==> config.mk <==
export PLATFORM = sky130hd
export DESIGN_NAME = btoc_ctrl
export DESIGN_NICKNAME = d
export VERILOG_FILES = /design/src/rtl/btoc_pkg.sv /design/src/rtl/btoc_ctrl.sv
export SDC_FILE = /design/constraint.sdc
export NUM_CORES = 1
export LEC_CHECK = 0
export ABC_AREA = 1
export BUFFER_PORTS_ARGS = -buffer_cell sky130_fd_sc_hd__buf_2
export CAP_MARGIN = 20
export CORE_AREA = 2 2 39 41
export CTS_CLUSTER_SIZE = 10
export DETAILED_ROUTE_END_ITERATION = 6
export DIE_AREA = 0 0 41 43
export GPL_TIMING_DRIVEN = 1
export PLACE_DENSITY = 0.35
export SYNTH_ARGS = -nofsm -noshare
export SYNTH_HDL_FRONTEND = slang
export SYNTH_SLANG_ARGS = --single-unit
==> constraint.sdc <==
create_clock -name clk -period 1.54 [get_ports clk]
set_input_delay 0.154 -clock clk [delete_from_list [all_inputs] [get_ports clk]]
set_output_delay 0.154 -clock clk [all_outputs]
set_load 0.02 [all_outputs]
==> src/rtl/btoc_pkg.sv <==
package btoc_pkg;

	localparam int MAP_DEPTH   = 32768;
	localparam int MAP_AW      = $clog2(MAP_DEPTH);
	localparam int TABLE_DEPTH = 1024;
	localparam int SLOT_W      = $clog2(TABLE_DEPTH);
	localparam int USED_W      = $clog2(TABLE_DEPTH + 1);
	localparam int ADDR_W      = 32;
	localparam int CNT_W       = 32;
	localparam int BASE_W      = 16;
	localparam int SEL_W       = 10;

	localparam logic [BASE_W-1:0] MAP_BASE_RESET = 16'h0400;
	localparam logic [USED_W-1:0] NO_SLOT        = USED_W'(TABLE_DEPTH);

	typedef enum logic [1:0] {
		KIND_RECORD = 2'd0,
		KIND_LOOKUP = 2'd1,
		KIND_READ   = 2'd2,
		KIND_NONE   = 2'd3
	} kind_t;

	typedef enum logic [2:0] {
		ST_CLEAR,
		ST_IDLE,
		ST_MAP,
		ST_SLOT,
		ST_UPD
	} state_t;

	typedef struct packed {
		logic clear;
		logic capture;
		logic map_rd;
		logic slot_rd;
		logic update;
	} cmd_t;

	typedef struct packed {
		logic clear_done;
		logic out_blocked;
	} status_t;

endpackage

==> src/rtl/btoc_ctrl.sv <==
module btoc_ctrl
	import btoc_pkg::*;
(
	input  logic    clk,
	input  logic    arst_n,
	input  logic    in_valid,
	output logic    in_ready,
	input  status_t stat,
	output cmd_t    cmd
);

	state_t state_q, state_nxt;

	always_ff @(posedge clk or negedge arst_n) begin
		if (!arst_n) begin
			state_q <= ST_CLEAR;
		end else begin
			state_q <= state_nxt;
		end
	end

	always_comb begin
		state_nxt = state_q;
		cmd       = '0;
		in_ready  = 1'b0;
		case (state_q)
			ST_CLEAR: begin
				// one map entry per cycle after reset
				cmd.clear = 1'b1;
				if (stat.clear_done) begin
					state_nxt = ST_IDLE;
				end
			end
			ST_IDLE: begin
				in_ready = 1'b1;
				if (in_valid) begin
					cmd.capture = 1'b1;
					state_nxt   = ST_MAP;
				end
			end
			ST_MAP: begin
				cmd.map_rd = 1'b1;
				state_nxt  = ST_SLOT;
			end
			ST_SLOT: begin
				cmd.slot_rd = 1'b1;
				state_nxt   = ST_UPD;
			end
			ST_UPD: begin
				// hold the finished item until the output register can take it
				if (!stat.out_blocked) begin
					cmd.update = 1'b1;
					state_nxt  = ST_IDLE;
				end
			end
			default: begin
				state_nxt = ST_IDLE;
			end
		endcase
	end

endmodule

==> impl_metrics.toml <==
[synthesis]
post_synth_inst_count = 29
synth_compound_area_share_pct = 9.03
synthMuxAreaShare_pct = 0
ys.flop_type = "dfrtp_1"
yosysUniqueCellTypes = 11
ys_async_sr_fraction_pct = 100
synth.avg_cell_area_um2 = 6.69
synth-seq-cells = 3
seq_area_frac_synth_pct = 38.7
synth.net_count = 34
yosysWarnings = 0
yosys-top-cells-area = "dfrtp_1 (39%), nor2_1 (14%), nand3_1 (10%)"
yosysTopAreaCellShare_pct = 38.7
synthXorXnorAreaFrac_pct = 0
synth_most_common_cell = "nor2_1"
syn_area_um2 = 194
synthAdderAreaFrac_pct = 0
synth-edff-count = 0
synth_top_family_by_area = "simple AND/OR/NAND/NOR gates"
yosysTopAreaCell = "dfrtp_1"
synthTopCellsByCount = "nor2_1 (7), inv_1 (5), nand3_1 (4), dfrtp_1 (3)"
synth-simple-area-share_pct = 38.7

[critical_path]
slowest_delay_ns = 0.44
r2r-end = "state_q[0]$_DFFE_PN0P_"
worst_path_max_delay_cell = "dfrtp_1"
path_cells = "nor4_1 -> buf_2"
start_kind = "flip-flop"
worstRegToRegCells = 4
rr_startpoint = "state_q[0]$_DFFE_PN0P_"
worst-endpoint-arrival_ns = 1.15
critPathMaxFanout = 7
r2r_setup_slack_ns = 0.56
worstSetupPathType = "flip-flop to primary output"
endpoint_kind = "primary output"
critical_path_required_ns = 1.39

[finish]
largest_register_ffs = 3
fillers = 158
reg_top3 = "state_q (3)"
antenna_cells = 0
nNetsFinal = 50
drive_gt1_share_pct = 36.4
regMostFlops = "state_q"
area_delta_synth_final_pct = 54.8

[grt]
grt_pass1_vias = 179
grt_max_degree = 8
antenna_found_initial = 0
grt_pass1_wl_um = 696
grt_util_all_layers_pct = 6.64
grt_overflow = 0

[floorplanning]
die_area_mm2 = 0.00176
io_pins = 11
rows = 14
start_util_pct = 14.0
die_h_um = 43
core_mm2 = 0.00138
die_w_um = 41

[route]
drt_pass1_iterations = 3
route.met2.wl_um = 210
vias = 226
topRoutingLayerUsed = "met3"
viasPerCell = 3.77
wl_per_cell_um = 7.80
drt.antenna.violating_nets = 0
m1WireLength_um = 212
drcViolationCount = 0
routed_wl_um = 468
drtIter0Drc = 2
wl_met3_um = 44

[clocking]
insertion_delay_ns = 0.23
cts_setup_buffers = 0
cts_root_buf = "clkbuf_4"
post_cts_resize_count = 0
cts-htree-levels = 1
cts_buffers = 3
path_clk_slew_ns = 0.04
clockBufferDepth = 2
clock_sinks = 3
cts_tree = "yes"

[power_and_ir_drop]
switching_power_w = 0.000341
comb_power_share_pct = 54.3
swShare_pct = 49.6
p_per_area_mw_per_mm2 = 2290
p_leak_nw = 0.178
clock_power_share_pct = 20.0
p_int_w = 0.000346
seq_power_share_pct = 25.7
max-vdd-ir-drop_uv = 379

[worst_hold_path]
min_from = "in_valid"
hp-class = "input pin to flip-flop"
hold_depth = 3
whs_endpoint = "state_q[0]$_DFFE_PN0P_"

[place]
place_ws_ns = 0.465
dpl.hpwl_um = 372
io_buffers = 10
gp_congestion = 0.641

[status]
status = "finished clean"

[sta]
fin_skew_ns = 0.000554
fin_crit_ns = 1.31
worst_pin_slew_ns = 0.227
worst_slack_ns = 0.234
max_slew_margin_pct = 84.8
tns_ns = 0
hold_violations = 0
post-route-period-util_pct = 84.8
clock.fmax_mhz = 766
setup_viol = 0
drv_slew = 0
rsz0062_at_grt = "no"

[job]
maxCapViolCount = 0
## per-layer routing
metal	track usage, %	vias to the layer above
li1	-	122
met1	7.77	97
met2	7.50	7
met3	4.71	0
met4	6.00	0
met5	0	-
## cell families (layout without fill, tap and decap cells)
kind of cell | after synthesis | after routing
buf+inv | 7 | 22
simple gates | 16 | 16
compound gates | 3 | 3
flops | 3 | 3
## what timing repair did
action | 4_1_cts | 5_1_grt
setup endpoints to repair | 0 | 0
hold buffers | 1 | 0
hold endpoints to repair | 3 | 0
## through the flow
stage / cells / instance area, um2 / power [W] / hold slack [ns] / util (%)
finish: 60 / 300 / 0.000687 / 0.236 / 21.7
CTS: 60 / 300 / 0.000703 / 0.231 / 21.7
floorplan: 29 / 194 / 0.000440 / -0.142 / -
global route: 60 / 300 / 0.000763 / 0.256 / 21.7
global placement: 55 / 264 / 0.000564 / -0.0468 / 19.1
detailed placement: 55 / 264 / 0.000554 / -0.0479 / 19.1
## how the worst max path moves through the flow
stage | from | end | cells after the start
floorplan | state_q[0]$_DFFE_PN0P_ | cmd[0] | 1
global placement | state_q[0]$_DFFE_PN0P_ | cmd[0] | 2
detailed placement | state_q[0]$_DFFE_PN0P_ | cmd[0] | 2
CTS | state_q[0]$_DFFE_PN0P_ | cmd[0] | 2
global route | state_q[0]$_DFFE_PN0P_ | cmd[0] | 2
finish | state_q[0]$_DFFE_PN0P_ | cmd[0] | 2
## power by group through the flow
stage / sequential (W) / combinational, W / clock [W]
floorplan: 0.000165 / 0.000276 / 0
global placement: 0.000178 / 0.000386 / 0
detailed placement: 0.000179 / 0.000375 / 0
CTS: 0.000178 / 0.000379 / 0.000146
global route: 0.000186 / 0.000424 / 0.000154
finish: 0.000176 / 0.000373 / 0.000138
## area by class of cell
class                      instances  area, um2  share of cell area, %
sequential                         3       75.1                   25.0
tap                               16       20.0                   6.67
inverter                           7       26.3                   8.75
clock buffer                       4       26.3                   8.75
timing repair buffer              11       60.1                   20.0
multi-input combinational         19       92.6                   30.8
## worst max-delay path: cells and delay by family, from the launching register on
kind	cells	cell delay, ns
and+or+nand+nor	1	0.27
buffers and inverters	1	0.20
DFF	1	0.44
## placed cells by master (no fill, tap or decap)
cell / synthesis / routed
nor3_1: 1 / 1
nand3_2: 1 / 1
clkbuf_1: 0 / 1
nand3_1: 4 / 4
inv_1: 5 / 5
nor4_1: 1 / 1
nor2_1: 7 / 7
inv_2: 2 / 2
dfrtp_1: 3 / 3
nand2_1: 2 / 2
buf_2: 0 / 10
o21ai_0: 2 / 2
o21bai_1: 1 / 1
dlygate4sd3_1: 0 / 1
clkbuf_4: 0 / 3
Power figures use the tool's default switching activity.
